**config.mk**
```make
export PLATFORM = sky130hd
export DESIGN_NAME = scg_kernel
export DESIGN_NICKNAME = d
export VERILOG_FILES = /design/src/rtl/scg_pkg.sv /design/src/rtl/scg_kernel.sv
export SDC_FILE = /design/constraint.sdc
export NUM_CORES = 1
export LEC_CHECK = 0
export ABC_AREA = 1
export BUFFER_PORTS_ARGS = -buffer_cell sky130_fd_sc_hd__buf_2
export CORE_ASPECT_RATIO = 1.2
export CORE_MARGIN = 4
export CORE_UTILIZATION = 45
export CTS_CLUSTER_DIAMETER = 120
export DETAILED_ROUTE_END_ITERATION = 6
export GPL_ROUTABILITY_DRIVEN = 0
export PLACE_DENSITY = 0.64
export SYNTH_ARGS = -nofsm -noshare
export SYNTH_HDL_FRONTEND = slang
export SYNTH_SLANG_ARGS = --single-unit
```
**constraint.sdc**
```tcl
create_clock -name clk -period 8.9 [get_ports clk]
set_clock_uncertainty 0.1 [all_clocks]
set_input_delay 1.78 -clock clk [delete_from_list [all_inputs] [get_ports clk]]
set_output_delay 1.78 -clock clk [all_outputs]
set_load 0.03 [all_outputs]
```
**src/rtl/scg_pkg.sv**
```systemverilog
`timescale 1ns / 1ps

package scg_pkg;

  localparam int PIX_W    = 16;
  localparam int LINE_W   = 2 * PIX_W;   // {upper, middle} per column
  localparam int WIDTH_W  = 11;
  localparam int HEIGHT_W = 13;
  localparam int ROW_W    = 12;
  localparam int CFG_W    = 13;
  localparam int CFG_IDX_W = 1;
  localparam int SUM_W    = 21;          // +-16 * 65535 fits
  localparam int DIV_SHIFT = 11;         // divide by 0x800
  localparam int Q_W      = SUM_W - DIV_SHIFT;

  localparam int WIDTH_RESET  = 640;
  localparam int HEIGHT_RESET = 480;
  localparam int HEIGHT_LIMIT = 4096;

  localparam logic [CFG_IDX_W-1:0] CFG_IMAGE_WIDTH  = 1'b0;
  localparam logic [CFG_IDX_W-1:0] CFG_IMAGE_HEIGHT = 1'b1;

  localparam logic OP_PIXEL = 1'b0;
  localparam logic OP_DRAIN = 1'b1;

  localparam logic [PIX_W-1:0] BORDER_WORD = 16'h8080;

  localparam logic signed [Q_W-1:0] SAT_MAX = 10'sd127;
  localparam logic signed [Q_W-1:0] SAT_MIN = -10'sd128;
  localparam logic signed [Q_W-1:0] OFFSET  = 10'sd128;

  // Control bits that travel with a request down the pipeline.
  typedef struct packed {
    logic pix;       // pixel that updates the line store and window
    logic emit;      // request gives a result
    logic interior;  // result comes from the kernel, not the border word
    logic last;      // final result of the frame
  } item_ctrl_t;

  // Divide by 2048 toward zero, saturate to a byte, add the offset.
  function automatic logic [7:0] scale_sat(input logic signed [SUM_W-1:0] s);
    logic signed [SUM_W-1:0] biased;
    logic signed [Q_W-1:0]   q;
    logic signed [Q_W-1:0]   sat;
    biased = s + (s[SUM_W-1] ? SUM_W'((1 << DIV_SHIFT) - 1) : SUM_W'(0));
    q = Q_W'(biased >>> DIV_SHIFT);
    if (q > SAT_MAX) begin
      sat = SAT_MAX;
    end else if (q < SAT_MIN) begin
      sat = SAT_MIN;
    end else begin
      sat = q;
    end
    return 8'(sat + OFFSET);
  endfunction

endpackage

```
**src/rtl/scg_kernel.sv**
```systemverilog
`timescale 1ns / 1ps

module scg_kernel (
  input  logic                              clk,
  input  logic                              adv,
  input  logic                              shift_en,
  input  logic [scg_pkg::PIX_W-1:0]         top_px,
  input  logic [scg_pkg::PIX_W-1:0]         mid_px,
  input  logic [scg_pkg::PIX_W-1:0]         bot_px,
  output logic signed [scg_pkg::SUM_W-1:0]  dx_sum,
  output logic signed [scg_pkg::SUM_W-1:0]  dy_sum
);

  localparam int SW = scg_pkg::SUM_W;
  localparam int DW = scg_pkg::PIX_W + 1;

  // [row top..bottom][col oldest..newest]
  logic [scg_pkg::PIX_W-1:0] win_r [3][3];
  logic signed [SW-1:0] dx_sum_r, dy_sum_r;
  logic signed [DW-1:0] dx0, dx1, dx2, dy0, dy1, dy2;
  logic signed [SW-1:0] dx_nxt, dy_nxt;

  always_ff @(posedge clk) begin
    if (shift_en) begin
      for (int i = 0; i < 3; i++) begin
        win_r[i][0] <= win_r[i][1];
        win_r[i][1] <= win_r[i][2];
      end
      win_r[0][2] <= top_px;
      win_r[1][2] <= mid_px;
      win_r[2][2] <= bot_px;
    end
  end

  always_comb begin
    dx0 = $signed({1'b0, win_r[0][0]}) - $signed({1'b0, win_r[0][2]});
    dx1 = $signed({1'b0, win_r[1][0]}) - $signed({1'b0, win_r[1][2]});
    dx2 = $signed({1'b0, win_r[2][0]}) - $signed({1'b0, win_r[2][2]});
    dy0 = $signed({1'b0, win_r[0][0]}) - $signed({1'b0, win_r[2][0]});
    dy1 = $signed({1'b0, win_r[0][1]}) - $signed({1'b0, win_r[2][1]});
    dy2 = $signed({1'b0, win_r[0][2]}) - $signed({1'b0, win_r[2][2]});
    dx_nxt = SW'(dx0) * SW'(3) + SW'(dx1) * SW'(10) + SW'(dx2) * SW'(3);
    dy_nxt = SW'(dy0) * SW'(3) + SW'(dy1) * SW'(10) + SW'(dy2) * SW'(3);
  end

  always_ff @(posedge clk) begin
    if (adv) begin
      dx_sum_r <= dx_nxt;
      dy_sum_r <= dy_nxt;
    end
  end

  assign dx_sum = dx_sum_r;
  assign dy_sum = dy_sum_r;

endmodule

```
==> Word level (Yosys, flattened, before mapping) <==
Memory sizes are Yosys's and may differ from the RTL's.
Cells that the tools add are included.
{ "op_classes": {"mul": 6, "addsub": 10, "mux": 2} }
{ "op_table": {"columns": ["operator", "n"], "rows": [
  ["$sub 16x16->17", 6],
  ["$mul 17x3->20 const B", 4],
  ["$add 20x21->21", 2],
  ["$add 21x20->21", 2],
  ["$mul 17x4->20 const B", 2],
  ["$mux 1", 2]
]} }
{ "totals": {"mem_count": 1, "ff_bits": 42, "ramBits": 144, "out_inout_bits": 42, "word_cells": 21, "inputBits": 51} }
{ "mem_list": {"columns": ["memory", "depth", "width", "rd", "rd_ports_with_merged_regs", "wr", "line", "rtl"], "rows": [
  ["win_r", 3, 48, 3, 0, 3, "scg_kernel.sv:18", "logic [scg_pkg::PIX_W-1:0] win_r [3][3];"]
]} }

==> Depth between registers and ports, before layout <==
Gate-level depths: netlist of run 1.
An unclocked memory read counts as a cell.
{ "logic_depth": {"word_depth": 5, "mapped_depth": 31, "ltp_nobuf": 31} }

==> Worst setup path after synthesis of run 1 <==
No wires, ideal clock.
{ "synth_timing": {"kind": "flip-flop to flip-flop", "start": "memory win_r[0][0] (netlist bit)", "end": "register dy_sum_r[20], in the netlist dy_sum[20], data pin", "required_time_ps": 8547, "slack_ps": 3767, "path_buffers": 0, "arrival_ps": 4780, "setup_ps": 253, "stages_incl_launch_ff": 25, "synth_period_minus_slack_ps": 5133, "cell_sequence": "edfxtp_1 -> inv_1 -> ha_1 -> inv_1 -> fa_1 -> nand3_1 -> nand2_1 -> a21oi_2 -> o211ai_2 -> xor2_1 -> ha_1 -> fa_1 -> fa_1 -> inv_1 -> fa_1 -> inv_1 -> ha_1 -> nand2_1 -> nor2_1 -> nand2_1 -> nor3_1 -> nand3b_1 -> inv_1 -> nand3_1 -> nand2_1"} }
{ "synth_rtl": {"columns": ["element", "line", "rtl"], "rows": [
  ["start: declaration", "scg_kernel.sv:18", null],
  ["end signal: assignment", "scg_kernel.sv:49", "dy_sum_r <= dy_nxt;"],
  ["end: declaration", "scg_kernel.sv:19", "logic signed [SW-1:0] dx_sum_r, dy_sum_r;"]
]} }

==> flow_metrics.py, run 1 <==
metrics = {
    "synthesis": {
        "yosys-top-cells-area": "edfxtp_1 31%, ha_1 19%, fa_1 12%",
        "ys_types": 48,
        "synth_edf_count": 186,
        "ys_warn_count": 0,
        "synth.yosys.seq_area_share_pct": 31.08,
        "synth_seq_cells": 186,
        "yosysTopAreaCellShare_pct": 31.08,
        "async_flop_share_pct": 0,
        "synth_ff_type": "edfxtp_1",
        "synth.avg_cell_area_um2": 9.207,
        "syn_nets": 2381,
        "syn_area_um2": 17970,
        "synth_cells": 1952,
        "synth_top_area_cell": "edfxtp_1",
    },
    "worst_setup_path": {
        "critPathLaunchType": "flip-flop",
        "cpMostUsedCell": "nand2_1",
        "worstPathArrival_ps": 5860,
        "reg2reg_slack_ps": 3170,
        "crit_type": "reg -> reg",
        "crit_fanout": 7,
        "r2r_start": "win_r[0][20]",
        "max_stage_delay_ps": 490,
        "critPathSlowestCell": "fa_1",
        "cp-startpoint": "win_r[0][20]",
        "required_ps": 9040,
        "cp-end-kind": "flip-flop",
    },
    "detailed_routing": {
        "first_pass_iters": 5,
        "ant_nets": 0,
        "drt-total-wl_um": 40640,
        "wl_per_cell_um": 15.65,
        "drcViolationCount": 0,
        "vias": 13170,
        "via_per_inst": 5.071,
        "drtIter0Drc": 614,
    },
    "die": {
        "initial_core_util_pct": 45.91,
        "core_area_um2": 39140,
        "fp.dieW_um": 190.4,
        "die_area_um2": 43210,
        "die_h_um": 226.9,
        "ioPinCount": 93,
        "row_count": 79,
    },
    "sta": {
        "finalSetupTns_ps": 0,
        "finalHoldViolCount": 0,
        "tightest_slew_ps": 1008,
        "finalCriticalPeriod_ps": 5726,
        "max_freq_mhz": 174.6,
        "min_period_over_period_pct": 64.34,
        "setup_viol": 0,
        "max_slew_margin_pct": 32.83,
        "rsz0062_at_grt": "no",
        "slew_viol_final": 0,
    },
    "clock_network": {
        "clock_path_buffers": 2,
        "post_cts_buffers": 0,
        "cts_tree": "built",
        "clock_latency_ps": 470,
        "clock-sinks": 186,
        "postCtsResizedCells": 0,
        "ctsHoldBuffers": 0,
        "root_buffer": "clkbuf_16",
        "path_clk_slew_ps": 90,
        "ctsHtreeMaxLevel": 4,
        "numCtsBuffers": 17,
    },
    "global_route": {
        "grt_pass1_wl_um": 66040,
        "track_usage_pct": 19.35,
        "grt_max_degree": 76,
        "overflow": 0,
        "antenna_found_initial": 0,
        "grt_pass1_vias": 13590,
    },
    "run_status": {
        "status": "finished, final reports clean",
    },
    "worst_hold_path": {
        "hp-class": "reg -> reg",
        "worstHoldStart": "win_r[0][74]",
    },
    "layout": {
        "fillers": 3727,
        "insertedDiodeCount": 0,
        "stdcell_area_um2": 19650,
        "drive_above_1_share_pct": 9.126,
        "area_growth_pct": 9.356,
        "nets": 2487,
        "seq_area_um2": 5585,
        "multiInputGateArea_um2": 10890,
        "post-route-util_pct": 50.21,
    },
    "placement": {
        "hpwlAfterDp_um": 34350,
        "numPortBuffers": 92,
        "dpl_cell_area_um2": 19080,
    },
    "job": {
        "cap_violations": 0,
    },
}
## metal layers
| metal | share of wire, % | track usage (%) | vias to the layer above |
|---|---|---|---|
| met5 | 0 | 0 | - |
| met4 | 3.6 | 7.995 | 0 |
| met3 | 3.7 | 3.403 | 82 |
| met2 | 52 | 35.37 | 284 |
| met1 | 41 | 22.38 | 6176 |
| li1 | - | - | 6627 |
## logic make-up after synthesis
logic type      synth area share [%]
simple gates                   13.47
buf+inv                        8.326
compound gates                 9.607
fa+ha+maj                      30.74
xor+xnor                       6.774
flops                          31.08
## cell usage after synthesis (3+ instances only)
library cell	number
inv_1	389
nand2_1	322
ha_1	272
edfxtp_1	186
a21oi_1	124
nor2_1	108
fa_1	106
nand3_1	79
xor2_1	75
xnor2_1	64
o21ai_0	48
nand2_2	19
a21o_1	17
o21bai_1	14
a21oi_2	13
o21ai_2	13
nor3_1	12
a31oi_1	10
nand4_1	9
o21ai_1	7
nand3b_1	6
a221oi_1	5
and2_1	5
buf_2	5
a211oi_1	4
a21boi_2	4
nor2_2	4
o31ai_1	4
or2_0	3
## state kept, by name, summed over array words and instances, names as in the netlist
register and cells:
dx_sum 21, dy_sum 21, win_r 144
## worst max-delay path, delay by kind of cell (launching register included)
| family | cells | cell delay, ps |
|---|---|---|
| compound gates | 7 | 1200 |
| flops | 1 | 390 |
| xor+xnor | 1 | 170 |
| fa+ha+maj | 5 | 1940 |
| simple gates | 12 | 1390 |
| buf+inv | 4 | 280 |
## cell usage in the layout, fill, tap and decap left out, types with 6 or more instances in the layout
cell type,n
a21o_1,17
a21oi_1,124
a21oi_2,13
a31oi_1,10
buf_2,91
clkbuf_16,17
edfxtp_1,186
fa_1,106
ha_1,272
inv_1,389
inv_8,6
nand2_1,322
nand2_2,19
nand3_1,79
nand3b_1,6
nand4_1,9
nor2_1,108
nor3_1,12
o21ai_0,48
o21ai_1,7
o21ai_2,13
o21bai_1,14
xnor2_1,64
xor2_1,75
## cell type report
type	count	area share [%]
Multi-Input combinational cell	1369	55.41
Sequential cell	186	28.42
Inverter	391	7.468
Tap cell	526	3.349
Timing Repair Buffer	93	2.413
Clock buffer	18	2.184
Clock inverter	14	0.7576
## final timing paths
kind | end | depth (start not counted)
worst max-delay path | dy_sum[20] | 29
worst max register to register | dy_sum[20] | 29
worst min register to register | win_r[0][90] | 0
worst min-delay path | win_r[0][90] | 0
## stage by stage
| stage | worst slack [ps] | hold slack (ps) | cells |
|---|---|---|---|
| after floorplan | 3767 | 300.3 | 1952 |
| after global placement | 3296 | 305.0 | 2565 |
| after detailed placement | 3254 | 304.5 | 2565 |
| after CTS | 3214 | 322.2 | 2597 |
| after global routing | 2881 | 332.6 | 2597 |
| final | 3174 | 320.7 | 2597 |
Power of run 1 is left out: the tool's default activity adds up to more than one toggle a clock period on the data nets, which glitch-free logic cannot reach.
==> run 2: changes to the inputs <==
ABC_AREA = 0   (was 1)
PLACE_DENSITY = 0.66   (was 0.64)
clock period = 5.2 ns   (was 8.9 ns; I/O delays follow)
==> run 2 against run 1 <==
Effect of this change:
- the flow now finishes with violations (negative setup slack)
- synthesized cell count decreased by 20%
- setup slack worse by 4200 ps
- wire length fell by 4.2%
- utilization increased by 12 points
- final cell count decreased by 1.3%
- first-iteration DRC count shrank 13%
- cell area increased by 16%
- synthesized area fell by 6.5%
- critical path depth shrank 1
- worst hold slack lost 0.93 ps
- sequential cell count is the same
- critical path type unchanged
==> flow_metrics.py, run 2 <==
metrics = {
    "synthesis": {
        "synth.yosys.seq_area_share_pct": 33.25,
        "synth_xor_area_share_pct": 7.508,
        "async_flop_share_pct": 0,
        "synth_top_area_cell": "edfxtp_1",
        "synth_adder_area_share_pct": 32.89,
        "syn_nets": 1991,
        "ys_types": 61,
        "synth_ff_type": "edfxtp_1",
        "synth_edf_count": 186,
        "synth_seq_cells": 186,
        "synth.avg_cell_area_um2": 10.75,
        "syn_area_um2": 16800,
        "synthTopCellsByCount": "272 x ha_1, 272 x inv_1, 186 x edfxtp_1",
        "yosysTopAreaCellShare_pct": 33.25,
        "ys_warn_count": 0,
        "synth_compound_area_share_pct": 13.43,
        "synth_mux_area_share_pct": 0,
        "yosys-top-cells-area": "edfxtp_1 33%, ha_1 20%, fa_1 13%",
        "synth_top_family_by_area": "adder cells",
        "synth_simple_gate_area_share_pct": 6.704,
        "synth_cells": 1562,
    },
    "die": {
        "ioPinCount": 93,
        "fp.dieW_um": 184.4,
        "core_area_um2": 36900,
        "die_area_um2": 40500,
        "row_count": 77,
        "die_h_um": 219.6,
        "initial_core_util_pct": 45.52,
    },
    "sta": {
        "finalCriticalPeriod_ps": 6248,
        "tightest_slew_ps": 1164,
        "max_freq_mhz": 160.0,
        "finalHoldViolCount": 0,
        "min_period_over_period_pct": 120.2,
        "setup_viol": 28,
        "max_slew_margin_pct": 22.41,
        "slew_viol_final": 0,
        "rsz0062_at_grt": "yes",
        "timing.final.ws_setup_ps": -1048,
    },
    "layout": {
        "regMostFlops": "win_r",
        "most-common-layout-cells": "386 x buf_4, 242 x inv_1, 235 x ha_1",
        "area_growth_pct": 35.74,
        "nets": 2504,
        "insertedDiodeCount": 0,
        "stdcell_area_um2": 22800,
        "final_common_cell": "buf_4",
        "seq_area_um2": 5585,
        "largest_register_ffs": 144,
        "multiInputGateArea_um2": 11390,
        "fillers": 2943,
        "post-route-util_pct": 61.79,
        "drive_above_1_share_pct": 36.30,
    },
    "clock_network": {
        "root_buffer": "clkbuf_16",
        "path_clk_slew_ps": 80,
        "cts_tree": "built",
        "clock-sinks": 186,
        "ctsHoldBuffers": 0,
        "clock_latency_ps": 470,
        "ctsHtreeMaxLevel": 4,
        "numCtsBuffers": 17,
        "clock_path_buffers": 2,
    },
    "detailed_routing": {
        "via_per_inst": 5.059,
        "drtIter0Drc": 537,
        "ant_nets": 0,
        "first_pass_iters": 4,
        "drcViolationCount": 0,
        "wl_per_cell_um": 15.20,
        "drt-total-wl_um": 38940,
        "vias": 12960,
    },
    "worst_setup_path": {
        "critPathSlowestCell": "fa_1",
        "crit_type": "reg -> reg",
        "max_stage_delay_ps": 550,
        "cpMostUsedCell": "inv_2",
        "worstPathArrival_ps": 6360,
        "cp.depth": 28,
        "crit_buf_inv": 6,
        "r2r_cells": 28,
        "crit_fanout": 3,
        "critPathLaunchType": "flip-flop",
        "cp-end-kind": "flip-flop",
        "required_ps": 5320,
        "path_delay_family": "adder cells",
    },
    "placement": {
        "hpwlAfterDp_um": 30700,
        "numPortBuffers": 92,
        "dp_slack_ps": -1185,
        "dpl_cell_area_um2": 20930,
    },
    "worst_hold_path": {
        "hp-class": "reg -> reg",
        "holdPathStages": 0,
    },
    "global_route": {
        "overflow": 0,
        "grt_pass1_wl_um": 63850,
        "grt_pass1_vias": 14010,
        "antenna_found_initial": 0,
        "track_usage_pct": 19.49,
        "grt_max_degree": 96,
    },
    "run_status": {
        "violations": "negative setup slack",
        "status": "finished, violations left",
    },
    "job": {
        "cap_violations": 0,
    },
}
==> run 2: routing by layer <==
layer / up-vias / GRT usage [%] / routed length (µm)
met4: 0 / 6.213 / 756
met1: 6301 / 22.68 / 16310
met5: - / 0 / 0
met2: 164 / 36.86 / 20790
met3: 43 / 2.509 / 1083
li1: 6452 / - / -
==> run 2: area by class of cell <==
class	instances	area share [%]
inverters	272	4.478
repair buffers	500	15.84
multi-input cells	1098	49.96
clock inverters	15	0.7518
flip-flops and latches	186	24.50
clock buffers	17	1.866
well taps	474	2.601
==> run 2: metrics by stage <==
step | setup TNS (ps) | hold WS [ps] | cells
final | -17410 | 319.8 | 2562
after global routing | -24060 | 336.4 | 2562
after CTS | -17120 | 322.4 | 2540
after detailed placement | -17730 | 306.8 | 2490
after global placement | -15400 | 305.4 | 2490
after floorplan | -4904 | 300.3 | 1562
==> run 2: path summary, 6_finish.rpt <==
kind / end / from / slack [ps]
worst min-delay path: win_r[0][83] / win_r[0][67] / 320
worst max-delay path: dy_sum[20] / win_r[0][0] / -1050
worst max register to register: dy_sum[20] / win_r[0][0] / -1050
worst min register to register: win_r[0][83] / win_r[0][67] / 320
==> run 2: repair_timing <==
item                                    4_1_cts  5_1_grt
resized for setup                            93      115
endpoints found under the setup margin       27       29
buffers inserted                             21       29
pin swaps                                    83      153
==> run 2: logic make-up (layout without fill, tap and decap cells) <==
group | Yosys count | in the layout
AND/OR/NAND/NOR | 230 | 230
flip-flops | 186 | 186
adder cells (fa/ha/maj) | 378 | 378
buffers and inverters | 278 | 804
AO/OA/AOI/OAI | 346 | 346
XOR/XNOR | 144 | 144
==> run 2: worst reg2reg max path: cells and delay by family, from the launching register on <==
family | cells | cell delay (ps)
adder cells (fa/ha/maj) | 7 | 2590
AO/OA/AOI/OAI | 11 | 1950
XOR/XNOR | 4 | 620
flip-flops | 1 | 440
buffers and inverters | 6 | 290
Power of run 2 is left out for the same reason.
