**src/rtl/scg_pkg.sv**
```systemverilog
`timescale 1ns / 1ps

package scg_pkg;

  localparam int PIX_W    = 16;
  localparam int LINE_W   = 2 * PIX_W;   // {upper, middle} per column
  localparam int WIDTH_W  = 11;
  localparam int HEIGHT_W = 13;
  localparam int ROW_W    = 12;
  localparam int CFG_W    = 13;
  localparam int CFG_IDX_W = 1;
  localparam int SUM_W    = 21;          // +-16 * 65535 fits
  localparam int DIV_SHIFT = 11;         // divide by 0x800
  localparam int Q_W      = SUM_W - DIV_SHIFT;

  localparam int WIDTH_RESET  = 640;
  localparam int HEIGHT_RESET = 480;
  localparam int HEIGHT_LIMIT = 4096;

  localparam logic [CFG_IDX_W-1:0] CFG_IMAGE_WIDTH  = 1'b0;
  localparam logic [CFG_IDX_W-1:0] CFG_IMAGE_HEIGHT = 1'b1;

  localparam logic OP_PIXEL = 1'b0;
  localparam logic OP_DRAIN = 1'b1;

  localparam logic [PIX_W-1:0] BORDER_WORD = 16'h8080;

  localparam logic signed [Q_W-1:0] SAT_MAX = 10'sd127;
  localparam logic signed [Q_W-1:0] SAT_MIN = -10'sd128;
  localparam logic signed [Q_W-1:0] OFFSET  = 10'sd128;

  // Control bits that travel with a request down the pipeline.
  typedef struct packed {
    logic pix;       // pixel that updates the line store and window
    logic emit;      // request gives a result
    logic interior;  // result comes from the kernel, not the border word
    logic last;      // final result of the frame
  } item_ctrl_t;

  // Divide by 2048 toward zero, saturate to a byte, add the offset.
  function automatic logic [7:0] scale_sat(input logic signed [SUM_W-1:0] s);
    logic signed [SUM_W-1:0] biased;
    logic signed [Q_W-1:0]   q;
    logic signed [Q_W-1:0]   sat;
    biased = s + (s[SUM_W-1] ? SUM_W'((1 << DIV_SHIFT) - 1) : SUM_W'(0));
    q = Q_W'(biased >>> DIV_SHIFT);
    if (q > SAT_MAX) begin
      sat = SAT_MAX;
    end else if (q < SAT_MIN) begin
      sat = SAT_MIN;
    end else begin
      sat = q;
    end
    return 8'(sat + OFFSET);
  endfunction

endpackage

```
**src/rtl/scg_ctrl.sv**
```systemverilog
`timescale 1ns / 1ps

module scg_ctrl #(
  parameter int MAX_WIDTH = 1024,
  parameter int COL_W     = 10
) (
  input  logic                          clk,
  input  logic                          rst_n,
  input  logic                          cfg_we,
  input  logic [scg_pkg::CFG_IDX_W-1:0] cfg_index,
  input  logic [scg_pkg::CFG_W-1:0]     cfg_data,
  input  logic                          take,
  input  logic                          op,
  output scg_pkg::item_ctrl_t           ctrl,
  output logic [COL_W-1:0]              col
);

  localparam int EW    = $clog2(MAX_WIDTH + 1);
  localparam int HW    = scg_pkg::HEIGHT_W;
  localparam int RW    = scg_pkg::ROW_W;
  localparam int TOT_W = $clog2(MAX_WIDTH) + RW;
  localparam int PW    = EW + HW;
  localparam int RST_W = (scg_pkg::WIDTH_RESET > MAX_WIDTH) ? MAX_WIDTH : scg_pkg::WIDTH_RESET;
  localparam int RST_TOT_M1 = RST_W * scg_pkg::HEIGHT_RESET - 1;

  function automatic logic [EW-1:0] eff_width(input logic [scg_pkg::WIDTH_W-1:0] w);
    logic [EW-1:0] r;
    if (w == '0) begin
      r = EW'(1);
    end else if (int'(w) > MAX_WIDTH) begin
      r = EW'(MAX_WIDTH);
    end else begin
      r = EW'(w);
    end
    return r;
  endfunction

  function automatic logic [HW-1:0] eff_height(input logic [HW-1:0] h);
    logic [HW-1:0] r;
    if (h == '0) begin
      r = HW'(1);
    end else if (int'(h) > scg_pkg::HEIGHT_LIMIT) begin
      r = HW'(scg_pkg::HEIGHT_LIMIT);
    end else begin
      r = h;
    end
    return r;
  endfunction

  logic [EW-1:0]    w_eff_r;
  logic [HW-1:0]    h_eff_r;
  logic [TOT_W-1:0] total_m1_r;
  logic [COL_W-1:0] col_r, col_nxt;
  logic [RW-1:0]    row_r, row_nxt;
  logic [TOT_W-1:0] emitted_r, emitted_nxt;
  logic             done_r, done_nxt;

  logic [EW-1:0]    w_cfg, w_prod;
  logic [HW-1:0]    h_cfg, h_prod;
  logic [PW-1:0]    product;
  logic             pix_op, drain_op, ready, interior, emit, last;
  logic             last_col, last_row;

  always_comb begin
    w_cfg = eff_width(cfg_data[scg_pkg::WIDTH_W-1:0]);
    h_cfg = eff_height(cfg_data[HW-1:0]);
    w_prod = (cfg_index == scg_pkg::CFG_IMAGE_WIDTH) ? w_cfg : w_eff_r;
    h_prod = (cfg_index == scg_pkg::CFG_IMAGE_HEIGHT) ? h_cfg : h_eff_r;
    product = PW'(w_prod) * PW'(h_prod);
  end

  always_comb begin
    pix_op   = (op == scg_pkg::OP_PIXEL) && !done_r;
    drain_op = (op == scg_pkg::OP_DRAIN) && done_r;
    // raster index >= width + 1, without the multiply
    ready    = (row_r >= RW'(2)) || ((row_r != '0) && (col_r != '0));
    interior = pix_op && (row_r >= RW'(2)) && (col_r >= COL_W'(2));
    emit     = (pix_op && ready) || drain_op;
    last     = emit && (emitted_r == total_m1_r);
    last_col = (EW'(col_r) + EW'(1)) == w_eff_r;
    last_row = (HW'(row_r) + HW'(1)) == h_eff_r;

    col_nxt     = col_r;
    row_nxt     = row_r;
    emitted_nxt = emitted_r;
    done_nxt    = done_r;
    if (take) begin
      if (pix_op) begin
        if (last_col) begin
          col_nxt = '0;
          row_nxt = row_r + RW'(1);
          if (last_row) begin
            done_nxt = 1'b1;
          end
        end else begin
          col_nxt = col_r + COL_W'(1);
        end
      end
      if (last) begin
        col_nxt     = '0;
        row_nxt     = '0;
        emitted_nxt = '0;
        done_nxt    = 1'b0;
      end else if (emit) begin
        emitted_nxt = emitted_r + TOT_W'(1);
      end
    end
  end

  always_ff @(posedge clk) begin
    if (!rst_n) begin
      w_eff_r    <= EW'(RST_W);
      h_eff_r    <= HW'(scg_pkg::HEIGHT_RESET);
      total_m1_r <= TOT_W'(RST_TOT_M1);
      col_r      <= '0;
      row_r      <= '0;
      emitted_r  <= '0;
      done_r     <= 1'b0;
    end else if (cfg_we) begin
      unique case (cfg_index)
        scg_pkg::CFG_IMAGE_WIDTH:  w_eff_r <= w_cfg;
        scg_pkg::CFG_IMAGE_HEIGHT: h_eff_r <= h_cfg;
        default: ;
      endcase
      total_m1_r <= TOT_W'(product - PW'(1));
      col_r      <= '0;
      row_r      <= '0;
      emitted_r  <= '0;
      done_r     <= 1'b0;
    end else begin
      col_r     <= col_nxt;
      row_r     <= row_nxt;
      emitted_r <= emitted_nxt;
      done_r    <= done_nxt;
    end
  end

  always_comb begin
    ctrl.pix      = pix_op;
    ctrl.emit     = emit;
    ctrl.interior = interior;
    ctrl.last     = last;
  end

  assign col = col_r;

endmodule

```
**config.mk**
```make
export PLATFORM = sky130hd
export DESIGN_NAME = scg_ctrl
export DESIGN_NICKNAME = d
export VERILOG_FILES = /design/src/rtl/scg_pkg.sv /design/src/rtl/scg_ctrl.sv
export SDC_FILE = /design/constraint.sdc
export NUM_CORES = 1
export LEC_CHECK = 0
export BUFFER_PORTS_ARGS = -buffer_cell sky130_fd_sc_hd__buf_2
export CAP_MARGIN = 20
export CORE_MARGIN = 2
export CORE_UTILIZATION = 50
export DETAILED_ROUTE_END_ITERATION = 6
export GPL_ROUTABILITY_DRIVEN = 1
export GPL_TIMING_DRIVEN = 0
export PLACE_DENSITY = 0.66
export SYNTH_ARGS = -nofsm -noshare
export SYNTH_HDL_FRONTEND = slang
export SYNTH_SLANG_ARGS = --single-unit
```
**constraint.sdc**
```tcl
create_clock -name clk -period 9.5 [get_ports clk]
set_clock_uncertainty 0.15 [all_clocks]
set_input_delay 1.9 -clock clk [delete_from_list [all_inputs] [get_ports clk]]
set_output_delay 1.9 -clock clk [all_outputs]
set_load 0.1 [all_outputs]
```
# Word-level counts from Yosys, hierarchy flattened
# Index checks and enable logic that the tools add are counted.
# word_totals
regBits	91
input_bits	19
elab_cells	64
# op_classes
addsub	6
n_mul	1
n_lt_le_gt_ge	4
n_eq_ne	3
muxes	18
bitwise_logic	2
reduce_logical	23
# op_table
operator	count
22-bit 2-to-1 mux	2
13-bit 2-to-1 mux	3
12-bit 2-to-1 mux	3
11-bit 2-to-1 mux	3
10-bit 2-to-1 mux	3
22-bit by 1-bit adder with 22-bit output, second input constant	1
22-bit == test	1
11-bit by 13-bit multiplier with 22-bit output	1
22-bit by 1-bit subtractor with 22-bit output, second input constant	1
12-bit by 1-bit adder with 13-bit output, second input constant	1
13-bit == test	1
13-bit > comparator, second input constant	1
13-bit logical NOT	1
12-bit by 1-bit adder with 12-bit output, second input constant	1
12-bit by 2-bit greater-or-equal comparator with 1-bit output, second input constant	1
12-bit nonzero test	1
10-bit by 1-bit adder with 11-bit output, second input constant	1
11-bit == test	1
11-bit > comparator, second input constant	1
11-bit logical NOT	1
10-bit by 1-bit adder with 10-bit output, second input constant	1
10-bit by 2-bit greater-or-equal comparator with 1-bit output, second input constant	1
10-bit nonzero test	1
2-bit nonzero test	4
other kinds (9)	21

# Depth between registers and ports, before layout
# Gate-level depths: netlist of the first run.
# depth
word_depth	8
depth_mapped	25
ltp_nobuf	24

# Worst setup path after synthesis of the first run
# Ideal clock, no wire load.
# synth_path
path_type	input port to flip-flop
startpoint	input port cfg_data[1] (netlist name)
endpoint	register total_m1_r[20]
setup_ns	0.126
t_arrival_ns	8.116
required_time_ns	9.224
path_slack_ns	1.107
stages	24
path_buffers	2
path_cell_list	nor4_1 > nand4_1 > nand2_1 > nor3b_1 > clkbuf_1 > a22o_1 > clkbuf_1 > nand2_1 > fa_1 > fa_1 > inv_1 > fa_1 > fa_1 > inv_1 > fa_1 > inv_1 > ha_1 > a2111oi_0 > o21a_1 > o211ai_1 > and3_1 > a2111oi_2 > a211o_1 > o211ai_1
# synth_via
elab_chain_cells	6
word_cells_on_any_way	12
cone_classes	add/sub (1); mul (1); order compare (2); mux (6); reduce/logical (2)
# synth_rtl
element	line	source
from (decl)	scg_ctrl.sv:11	input logic [scg_pkg::CFG_W-1:0] cfg_data,
13-bit > comparator / 11-bit > comparator (equally long branches)	scg_ctrl.sv:42, scg_ctrl.sv:30	
13-bit 2-to-1 mux / 11-bit 2-to-1 mux (equally long branches)	scg_ctrl.sv:42, scg_ctrl.sv:30	
13-bit 2-to-1 mux / 11-bit 2-to-1 mux (equally long branches)	scg_ctrl.sv:40, scg_ctrl.sv:28	
13-bit 2-to-1 mux / 11-bit 2-to-1 mux (equally long branches)	--	
11-bit by 13-bit multiplier with 22-bit output *	scg_ctrl.sv:69	product = PW'(w_prod) * PW'(h_prod);
22-bit by 1-bit subtractor with 22-bit output *	scg_ctrl.sv:125	total_m1_r <= TOT_W'(product - PW'(1));
to (signal assigned)	scg_ctrl.sv:114	total_m1_r <= TOT_W'(RST_TOT_M1);
to (signal assigned)	scg_ctrl.sv:125	
to (decl)	scg_ctrl.sv:52	logic [TOT_W-1:0] total_m1_r;
# Mark *: on every way between the ends. The rest lies on a longest branch, timed or not.
# A chain may end at the register's enable or synchronous reset.

# Worst setup path after layout of the first run
# Ends and elaborated chain as after synthesis.

==> metrics.md, run 1 <==
| Metric | Value |
|---|---|
| Via count | 8,001 |
| CTS hold repair buffers | 0 |
| Vias in the first global route | 7,979 |
| Number of vias per cell | 5.48 |
| Worst slew margin relative to its limit | 0.289 |
| Share of layout cells above drive strength 1 | 0.0555 |
| Critical-path maximum fanout | 10 |
| Clock network latency to the later pin of the worst-skew pair | 350 ps |
| Synthesized instance count | 1,181 |
| Number of synthesized register bits | 91 |
| Post-layout minimum cycle time | 9020 ps |
| Total number of H-tree levels | 3 |
| Antenna Violating Nets Remaining | 0 |
| Number of buffers created by CTS | 9 |
| Critical path endpoint | total_m1_r[20] |
| TritonCTS clock tree | yes |
| Leakage power figure | 4.66 nW |
| Number of distinct library cells after synthesis | 56 |
| Final layout net count | 1,409 |
| Number of antenna violations at the first check in global routing | 0 |
| Number of placed I/O pins | 33 |
| Layout-stage area growth over the synthesis result | 7.92% |
| Area used by multi-input combinational logic | 0.00692 sq mm |
| Clock sink count | 91 |
| Leading register cell type out of synthesis | dfxtp_1 |
| Final Max Tran Viols | 0 |
| Startpoint of the most critical register-to-register path | w_eff_r[4] |
| Number of detailed-route iterations in the first pass | 5 |
| RSZ-0062 raised after global routing | no |
| Overflow left after global routing | 0 |
| Arrival time at the worst endpoint | 9150 ps |
| Residual DRC | 0 |
| Core Box Area | 0.0188 sq mm |
| Count of flip-flops with a built-in enable after synthesis | 0 |
| Starting DRC count in detailed routing | 424 |
| Critical path data required time | 9620 ps |
| CP Launch Point | cfg_data[1] |
| Sequential Area | 0.00182 sq mm |
| Hold Fails Final Rpt | 0 |
| VDD IR max | 103 uV |
| Initial cell density of the core | 0.511 |
| R2R setup slack | 2740 ps |
| Root Buffer Master | clkbuf_16 |
| Pwr Density | 192 mW/mm^2 |
| Setup crit start kind | input port |
| Average cell area after synthesis | 8.13 sq um |
| Length in cells of the worst reg-to-reg path | 20 |
| Class of the tightest hold or removal check | reg2reg |
| Longest Clk Path Bufs | 2 |
| Die X | 143 um |
| Syn Nets | 1,368 |
| Kind of critical path | in2reg |
| Proportion of register bits with asynchronous set or reset after synthesis | 0 |
| Fin Setup TNS | 0 ps |
| Die area | 0.0203 sq mm |
| Final cycle utilization of the critical path | 0.950 |
| Setup crit end kind | flop |
| Yosys warns | 0 |
| Final weighted congestion of routability-driven global placement | 0.927 |
| Vertical die dimension | 143 um |
| Wire length of the first global-routing pass | 41,000 um |
| All-layer global routing usage | 0.257 |
| Count of inserted antenna diode cells | 0 |
| Actual transition at the worst max-transition pin | 1060 ps |
| Number of fill cells in the layout | 1,823 |
| Core utilization of the finished layout | 0.552 |
| Count of buffers from port buffering | 30 |
| Synth Cell Area | 0.00960 sq mm |
| Clock-pin slew of the registers on the worst-case setup and hold paths | 60 ps |
| Part of the Yosys area used for sequential elements | 0.190 |
| Routed wire length | 24,500 um |
| Capturing point of the worst reg2reg path | total_m1_r[20] |
| Pin count of the biggest net entering global routing | 14 |
| Final setup fails | 0 |
| Detailed placer's ending HPWL | 19,900 um |
| Maxcap violations | 0 |
| WL/cell | 16.8 um |
| Maximum frequency from static timing analysis | 111 MHz |
| Outcome | finished, final reports clean |
| Row Count | 50 |
==> placed cells by master, fill, tap and decap left out, types with 21 or more instances in the layout <==
master    netlist  layout
dfxtp_1        91      91
clkbuf_1       40      38
o21ai_0        40      40
xnor2_1        45      45
xor2_1         58      58
fa_1          106     106
nand2_1       167     167
ha_1           62      62
nor2_1        121     121
and2_1         24      24
inv_1         166     166
a21oi_1        34      34
nand3_1        21      21
buf_2           5      35
==> where the power goes <==
part / total, mW / internal (mW) / switching (mW)
Sequential: 0.449 / 0.418 / 0.0310
Combinational: 1.17 / 0.482 / 0.683
Clock: 0.379 / 0.231 / 0.148
==> logic make-up (layout without fill, tap and decap cells) <==
family | count (synthesis) | in the layout | synth area share
compound gates | 160 | 160 | 0.110
xor+xnor | 103 | 103 | 0.0940
fa+ha+maj | 168 | 168 | 0.302
buf+inv | 222 | 267 | 0.0898
flops | 91 | 91 | 0.190
mux | 10 | 10 | 0.0107
simple gates | 427 | 427 | 0.204
==> worst min-delay path by stage <==
stage / startpoint / end / slack, ps / cells past startpoint
6_report: total_m1_r[21] / total_m1_r[21] / 320 / 2
3_3_place_gp: total_m1_r[21] / total_m1_r[21] / 310 / 2
5_1_grt: total_m1_r[19] / total_m1_r[19] / 350 / 2
2_1_floorplan: total_m1_r[21] / total_m1_r[21] / 290 / 2
4_1_cts: total_m1_r[21] / total_m1_r[21] / 330 / 2
3_5_place_dp: total_m1_r[21] / total_m1_r[21] / 310 / 2
==> sequential cells by signal (all words and copies together) (netlist names) <==
signal	cells
col	10
done_r	1
emitted_r	22
h_eff_r	13
row_r	12
total_m1_r	22
w_eff_r	11
==> area by class of cell <==
type	count	share of cell area
buffer	55	0.0231
clock buffer	14	0.0274
clock inverter	1	0.00290
inverter	167	0.0605
multi-input combinational	868	0.668
sequential	91	0.176
tap	234	0.0283
timing repair buffer	30	0.0145
==> timing repair <==
action	CTS	global route
setup buffers	0	0
gates resized for setup	0	6
endpoints found under the setup margin	0	2
==> critical path, stage by stage <==
cell and delay, ps:
buf_2 130, nor4_1 350, nand4_1 180, nand2_1 110, nor3b_1 260, clkbuf_1 400, a22o_1 280, clkbuf_1 450
nand2_1 150, fa_1 540, inv_1 40, ha_1 290, fa_1 530, fa_1 560, inv_1 60, fa_1 530
inv_1 50, ha_1 340, a2111oi_0 590, o21a_1 280, o211ai_1 150, and3_1 180, a2111oi_2 470, a21oi_1 150
o211ai_1 180
==> synthesized netlist by cell type (7+ instances only) <==
cell type,number,area (sq um)
mux2i_1,8,80.1
dfxtp_1,91,1820
nor2_1,121,454
xnor2_1,45,394
a211oi_1,11,82.6
o21a_1,7,52.6
ha_1,62,776
nor4_1,13,81.3
a21o_1,10,75.1
nor2b_1,7,43.8
nand3b_1,8,60.1
xor2_1,58,508
o21ai_0,40,200
clkbuf_1,40,150
fa_1,106,2120
a22o_1,10,87.6
a21oi_1,34,170
nand4_1,11,68.8
nand2_1,167,627
and3_1,11,68.8
nand3_1,21,105
nor3_1,18,90.1
and2_1,24,150
inv_1,166,623
==> routing by layer <==
| layer | wire length (um) | part of all wire | vias up | track usage |
|---|---|---|---|---|
| li1 | - | - | 3878 | - |
| met1 | 11500 | 0.47 | 3879 | 0.364 |
| met2 | 11300 | 0.46 | 207 | 0.414 |
| met3 | 1140 | 0.047 | 37 | 0.0273 |
| met4 | 606 | 0.025 | 0 | 0.0875 |
| met5 | 0 | 0 | - | 0 |
==> metrics by stage <==
step                      setup slack (ps)  hold slack [ps]  power [mW]  std cells  instance area [sq um]
after detailed placement             -24.6              312        1.61       1445                  10000
final                                  476              319        1.99       1460                  10400
after floorplan                       1110              294        1.33       1181                   9600
after global placement               -4.11              308        1.59       1445                  10000
after CTS                              296              326        1.99       1460                  10400
after global routing                  36.3              352        2.18       1460                  10400
Power figures use the tool's default switching activity.
==> run 2, diff against run 1 <==
--- a/config.mk
+++ b/config.mk
@@ -8,11 +8,10 @@
 export BUFFER_PORTS_ARGS = -buffer_cell sky130_fd_sc_hd__buf_2
 export CAP_MARGIN = 20
 export CORE_MARGIN = 2
-export CORE_UTILIZATION = 50
+export CORE_UTILIZATION = 30
 export DETAILED_ROUTE_END_ITERATION = 6
 export GPL_ROUTABILITY_DRIVEN = 1
 export GPL_TIMING_DRIVEN = 0
-export PLACE_DENSITY = 0.66
 export SYNTH_ARGS = -nofsm -noshare
 export SYNTH_HDL_FRONTEND = slang
 export SYNTH_SLANG_ARGS = --single-unit
==> run 2 against run 1 <==
Effect of this change: cell area grew 1.8%; critical path type unchanged; power fell by 1.6%; die area increased by 65%; fmax shrank 0.69%; worst hold slack better by 17 ps.
==> metrics.md, run 2 (synthesized netlist as in run 1, its figures left out) <==
| Metric | Value |
|---|---|
| Pwr Density | 186 mW/mm^2 (-3.4%) |
| CTS hold repair buffers | 0 (unchanged) |
| Critical-path maximum fanout | 10 (unchanged) |
| Vias in the first global route | 7,601 (-4.7%) |
| Most common cell after layout, fill and taps aside | nand2_1 |
| Class of the tightest hold or removal check | reg2reg |
| Count of buffer and inverter cells on the critical path | 6 (unchanged) |
| Outcome | finished, final reports clean |
| Number of placed I/O pins | 33 (unchanged) |
| Switching power | 0.856 mW (-0.78%) |
| Core Box Area | 0.0316 sq mm (+68%) |
| Most common cell type on the critical path | fa_1 |
| Resized Gates After CTS | 0 (unchanged) |
| Worst path top cell family by delay | adder cells |
| TritonCTS clock tree | yes |
| Clock network latency to the later pin of the worst-skew pair | 350 ps (about the same) |
| Final weighted congestion of routability-driven global placement | 0.891 (-3.9%) |
| Setup crit start kind | input port |
| Number of antenna violations at the first check in global routing | 0 (unchanged) |
| Antenna Violating Nets Remaining | 0 (unchanged) |
| Internal power summed over all cells | 1.11 mW (-2.3%) |
| Count of buffers from port buffering | 30 (unchanged) |
| Total number of H-tree levels | 3 (unchanged) |
| Core utilization of the finished layout | 0.334 (-0.218) |
| Power, Total | 1.96 mW (-1.6%) |
| Number of detailed-route iterations in the first pass | 7 (+2) |
| Post CTS Setup Buffer Count | 0 (unchanged) |
| Final Max Tran Viols | 0 (unchanged) |
| Arrival time at the worst endpoint | 9200 ps (+50 ps) |
| Row Count | 65 (+30%) |
| Clock share of power | 0.185 (-0.005) |
| Worst slew margin relative to its limit | 0.233 (-0.0558) |
| Actual transition at the worst max-transition pin | 1140 ps (+85.1 ps) |
| Registers with the highest flip-flop counts | emitted_r (22), total_m1_r (22), h_eff_r (13) |
| WL/cell | 15.3 um (-9.0%) |
| CP peak stage delay | 560 ps (-30 ps) |
| Post-layout minimum cycle time | 9090 ps (+62.8 ps) |
| Starting DRC count in detailed routing | 566 (+33%) |
| Clock sink count | 91 (unchanged) |
| RSZ-0062 raised after global routing | no |
| VDD IR max | 101 uV (-2.4%) |
| Residual DRC | 0 (unchanged) |
| Leakage power figure | 4.65 nW (-0.36%) |
| Detailed placer's ending HPWL | 20,100 um (+0.93%) |
| Vertical die dimension | 183 um (+28%) |
| Longest Clk Path Bufs | 2 (unchanged) |
| All-layer global routing usage | 0.152 (-0.105) |
| Power share of the combinational group | 0.586 (about the same) |
| Via count | 7,871 (-1.6%) |
| Leading cell types in the layout, fill and taps excluded | nand2_1 (167), inv_1 (166), nor2_1 (121), fa_1 (106), dfxtp_1 (91) |
| Area of all placed cells without fillers | 0.0106 sq mm (+1.8%) |
| Pin count of the biggest net entering global routing | 15 (+1) |
| Hold Fails Final Rpt | 0 (unchanged) |
| Die X | 183 um (+28%) |
| Routed wire length | 24,800 um (+1.5%) |
| Number of buffers created by CTS | 9 (unchanged) |
| Area after detailed placement | 0.0103 sq mm (+2.1%) |
| Maximum frequency from static timing analysis | 110 MHz (-0.69%) |
| Final setup fails | 0 (unchanged) |
| Wire length of the first global-routing pass | 40,500 um (-1.1%) |
| Kind of critical path | in2reg |
| Maxcap violations | 0 (unchanged) |
| Count of inserted antenna diode cells | 0 (unchanged) |
| Register share of total power | 0.229 (+0.004) |
| Critical path's slowest cell | fa_1 |
| Layout-stage area growth over the synthesis result | 9.91% |
| Die area | 0.0334 sq mm (+65%) |
| Count of non-filler cells in the finished layout | 1,628 (+12%) |
| Number of vias per cell | 4.83 (-12%) |
| Setup crit end kind | flop |
| Clock-pin slew of the registers on the worst-case setup and hold paths | 70 ps (about the same) |
| Final cycle utilization of the critical path | 0.957 (+0.00661) |
| Overflow left after global routing | 0 (unchanged) |
| Final layout net count | 1,409 (unchanged) |
| # placed instances | 1,613 (+12%) |
| Root Buffer Master | clkbuf_16 |
| Net switching fraction of the power | 0.436 (+0.00369) |
| Share of layout cells above drive strength 1 | 0.0546 (-0.000816) |
| Initial cell density of the core | 0.304 (-0.207) |
| Critical path data required time | 9620 ps (about the same) |
## run 2: cell types whose count changed in the layout (fill, tap and decap cells not counted), sizes merged
cell and delta:
clkbuf -3, clkinv +2, clkinvlp +1
## run 2: power groups by stage
stage                     Sequential (mW)  Combinational (mW)  Clock, mW
after floorplan                     0.447               0.886          0
after global placement              0.456                1.13          0
after CTS                           0.449                1.15      0.371
after global routing                0.454                1.31      0.387
after detailed placement            0.457                1.14          0
final                               0.449                1.15      0.362
## run 2: final timing paths
check / from / end / slack, ps / cells past startpoint
worst min register to register: done_r / done_r / 340 / 2
worst min-delay path: done_r / done_r / 340 / 2
worst max-delay path: cfg_data[4] / total_m1_r[20] / 410 / 25
worst max register to register: w_eff_r[4] / total_m1_r[20] / 2840 / 20
## run 2: worst register-to-register path, cell delays in order (launching register included)
cell       delay, ps
dfxtp_1          390
nand2_1           60
o21ai_0          360
clkbuf_1         510
nand2_1          150
fa_1             500
fa_1             520
inv_1             50
fa_1             470
fa_1             560
inv_1             60
fa_1             530
inv_1             50
ha_1             330
a2111oi_1        520
o21a_1           270
o211ai_1         150
and3_1           180
a2111oi_2        420
a21oi_1          140
o211ai_1         200
## run 2: layout make-up
cell class                 count  area, sq um
clock buffer                  11          243
inverter                     167          627
tap                          402          503
fill                        3305        21000
multi-input combinational    868         6920
clock inverter                 4         51.3
timing repair buffer          30          150
sequential                    91         1820
buffer                        55          238
## run 2: stage by stage
stage	setup TNS (ps)	hold WS [ps]	worst slack, ps
6_report	0	336	413
5_1_grt	0	367	25.5
3_5_place_dp	-256	320	-132
4_1_cts	0	331	224
3_3_place_gp	-2.66	314	-2.66
2_1_floorplan	0	294	1110
## run 2: metal layers
| layer | global-route usage | share of wire |
|---|---|---|
| met4 | 0.0448 | 0.021 |
| met1 | 0.210 | 0.48 |
| met2 | 0.248 | 0.46 |
| met5 | 0 | 0 |
| met3 | 0.0205 | 0.044 |
==> run 3, diff against run 2 <==
--- a/config.mk
+++ b/config.mk
@@ -5,6 +5,7 @@
 export SDC_FILE = /design/constraint.sdc
 export NUM_CORES = 1
 export LEC_CHECK = 0
+export ABC_AREA = 1
 export BUFFER_PORTS_ARGS = -buffer_cell sky130_fd_sc_hd__buf_2
 export CAP_MARGIN = 20
 export CORE_MARGIN = 2
==> run 3 against run 2 <==
Effect of this change: sequential cell count did not move; area after synthesis increased by 5.9%; first-iteration DRC count grew 33%; critical path depth is 1 higher; synthesized cell count up 26%; die area up 5.8%; register-to-register slack worse by 60 ps; critical endpoint is now total_m1_r[17]; sequential share of layout area fell by 0.99 points; fmax is 8.1% higher; power grew 21%; core utilization barely moved; cell area rose by 6.1%; largest cell class unchanged.
==> metrics.md, run 3 <==
| Metric | Value |
|---|---|
| Most numerous cell types in the synthesized netlist | nand2_1 (353), inv_1 (291), nor2_1 (149) |
| Power, Total | 2.36 mW (+21%) |
| RSZ-0062 raised after global routing | no |
| Pwr Density | 211 mW/mm^2 (+14%) |
| Most numerous cell in the Yosys netlist | nand2_1 |
| Post-layout minimum cycle time | 8410 ps (-681 ps) |
| TritonCTS clock tree | yes |
| Leakage power figure | 5.22 nW (+12%) |
| Pin count of the biggest net entering global routing | 15 (unchanged) |
| Hold Fails Final Rpt | 0 (unchanged) |
| Number of synthesized register bits | 91 (unchanged) |
| Critical path's slowest cell | clkinv_1 |
| Count of inserted antenna diode cells | 0 (unchanged) |
| Longest Clk Path Bufs | 2 (unchanged) |
| Vertical die dimension | 188 um (+2.8%) |
| Count of flip-flops with a built-in enable after synthesis | 0 (unchanged) |
| Registers with the highest flip-flop counts | emitted_r (22), total_m1_r (22), h_eff_r (13) |
| Proportion of register bits with asynchronous set or reset after synthesis | 0 (unchanged) |
| Number of buffers created by CTS | 9 (unchanged) |
| Wire length of the first global-routing pass | 49,100 um (+21%) |
| Antenna Violating Nets Remaining | 0 (unchanged) |
| Leading register cell type out of synthesis | dfxtp_1 |
| Detailed placer's ending HPWL | 25,000 um (+24%) |
| Core Box Area | 0.0334 sq mm (+6.0%) |
| All-layer global routing usage | 0.173 (+0.0214) |
| Synthesized instance count | 1,484 (+26%) |
| Final Max Tran Viols | 0 (unchanged) |
| Yosys top cell by area | fa_1 |
| Yosys warns | 0 (unchanged) |
| Setup crit end kind | flop |
| Critical path data required time | 9560 ps (-60 ps) |
| Final layout net count | 1,713 (+22%) |
| Final cycle utilization of the critical path | 0.885 (-0.0716) |
| Critical-path maximum fanout | 10 (unchanged) |
| Die area | 0.0354 sq mm (+5.8%) |
| Post CTS Setup Buffer Count | 0 (unchanged) |
| Worst Setup Slack post-DPL | 813 ps (+945 ps) |
| Arrival time at the worst endpoint | 8470 ps (-730 ps) |
| Clock network latency to the later pin of the worst-skew pair | 350 ps (about the same) |
| Residual DRC | 0 (unchanged) |
| Share of layout cells above drive strength 1 | 0.0470 (-0.00762) |
| Fin Setup TNS | 0 ps (unchanged) |
| Synth top area cells | fa_1 (21%), dfxtp_1 (18%), nand2_1 (13%) |
| Actual transition at the worst max-transition pin | 1190 ps (+45.6 ps) |
| Number of detailed-route iterations in the first pass | 5 (-2) |
| Vias in the first global route | 9,329 (+23%) |
| CTS hold repair buffers | 0 (unchanged) |
| Number of distinct library cells after synthesis | 45 (-20%) |
| Final setup fails | 0 (unchanged) |
| Row Count | 67 (+3.1%) |
| Total number of H-tree levels | 3 (unchanged) |
| Syn Nets | 1,671 (+22%) |
| Number of antenna violations at the first check in global routing | 0 (unchanged) |
| Class of the tightest hold or removal check | reg2reg |
| Synth Cell Area | 0.0102 sq mm (+5.9%) |
| CP peak stage delay | 670 ps (+110 ps) |
| Initial cell density of the core | 0.304 (-0.000309) |
| Die X | 188 um (+2.8%) |
| Kind of critical path | in2reg |
| Number of vias per cell | 4.80 (-0.62%) |
| Root Buffer Master | clkbuf_16 |
| Maximum frequency from static timing analysis | 119 MHz (+8.1%) |
| Count of buffers from port buffering | 30 (unchanged) |
| Layout-stage area growth over the synthesis result | 10.1% |
| Worst slew margin relative to its limit | 0.209 (-0.0239) |
| Resized Gates After CTS | 0 (unchanged) |
| Area share of the largest cell type after synthesis | 0.209 (-0.0123) |
| Part of the Yosys area used for sequential elements | 0.179 (-0.0106) |
| Number of placed I/O pins | 33 (unchanged) |
| WL/cell | 15.1 um (-0.79%) |
| Routed wire length | 29,900 um (+21%) |
| Outcome | finished, final reports clean |
| Min setup slack post-route | 1090 ps (+681 ps) |
| Starting DRC count in detailed routing | 751 (+33%) |
| Average cell area after synthesis | 6.85 sq um (-16%) |
| Final weighted congestion of routability-driven global placement | 0.906 (+1.6%) |
| Overflow left after global routing | 0 (unchanged) |
| VDD IR max | 134 uV (+33%) |
| Most common cell after layout, fill and taps aside | nand2_1 |
| Number of fill cells in the layout | 3,635 (+10%) |
| Clock sink count | 91 (unchanged) |
| Leading cell types in the layout, fill and taps excluded | nand2_1 (353), inv_1 (291), nor2_1 (149), fa_1 (106), nand3_1 (98) |
| Via count | 9,509 (+21%) |
| Maxcap violations | 0 (unchanged) |
| Clock-pin slew of the registers on the worst-case setup and hold paths | 60 ps (about the same) |
| Setup crit start kind | input port |
-- run 3: changes by cell type after synthesis, sizes merged, moves of 28 or more --
| cell | change |
|---|---|
| a21oi | +30 |
| inv | +128 |
| nand2 | +189 |
| nand3 | +79 |
| nor2 | +31 |
| o21ai | +28 |
| xnor2 | -30 |
| xor2 | -36 |
-- run 3: per-layer routing --
metal  track usage  vias up  share of wire
met5             0        -              0
met4        0.0515        0          0.024
met3        0.0150       47          0.041
met2         0.285      213           0.46
met1         0.242     4545           0.47
li1              -     4704              -
-- run 3: final cells by class --
cell class              count  area, sq um  share of cell area
inverters                 300         1130               0.101
well taps                 448          561              0.0501
clock inverters             3         46.3             0.00414
repair buffers             31          158              0.0141
clock buffers              13          260              0.0233
multi-input cells        1054         7040               0.629
plain buffers              39          180              0.0161
flip-flops and latches     91         1820               0.163
-- run 3: stage by stage --
step | instances | util | cell area [sq um] | hold WS, ps
global placement | 1962 | 0.325 | 10900 | 299
global route | 1979 | 0.335 | 11200 | 331
finish | 1979 | 0.335 | 11200 | 312
floorplan | 1484 | - | 10200 | 289
CTS | 1978 | 0.334 | 11200 | 315
detailed placement | 1962 | 0.325 | 10900 | 307
-- run 3: worst paths after layout --
path | start | to | slack (ps) | depth (start not counted)
min reg2reg | total_m1_r[14] | total_m1_r[14] | 310 | 2
max reg2reg | w_eff_r[4] | total_m1_r[17] | 2780 | 22
min | total_m1_r[14] | total_m1_r[14] | 310 | 2
max | cfg_index | total_m1_r[17] | 1090 | 26
-- run 3: logic make-up (layout without fill, tap and decap cells) --
logic type	count (synthesis)	in the layout	synth area share
and+or+nand+nor	666	666	0.274
buffers and inverters	339	386	0.129
AOI/OAI and AO/OA	183	183	0.101
adders and majority gates	168	168	0.285
DFF	91	91	0.179
xor gates and xnor gates	37	37	0.0319
-- run 3: worst max-delay path: cells and delay by family --
family                     cells  cell delay, ps
adders and majority gates      6            2940
and+or+nand+nor                4             490
AOI/OAI and AO/OA              8            1530
buffers and inverters          8            1580
-- run 3: power by group --
part	leakage (nW)	switching, mW	internal (mW)
Combinational	4.33	0.998	0.548
Clock	0.146	0.152	0.219
Sequential	0.742	0.0261	0.420
Total	5.22	1.18	1.19
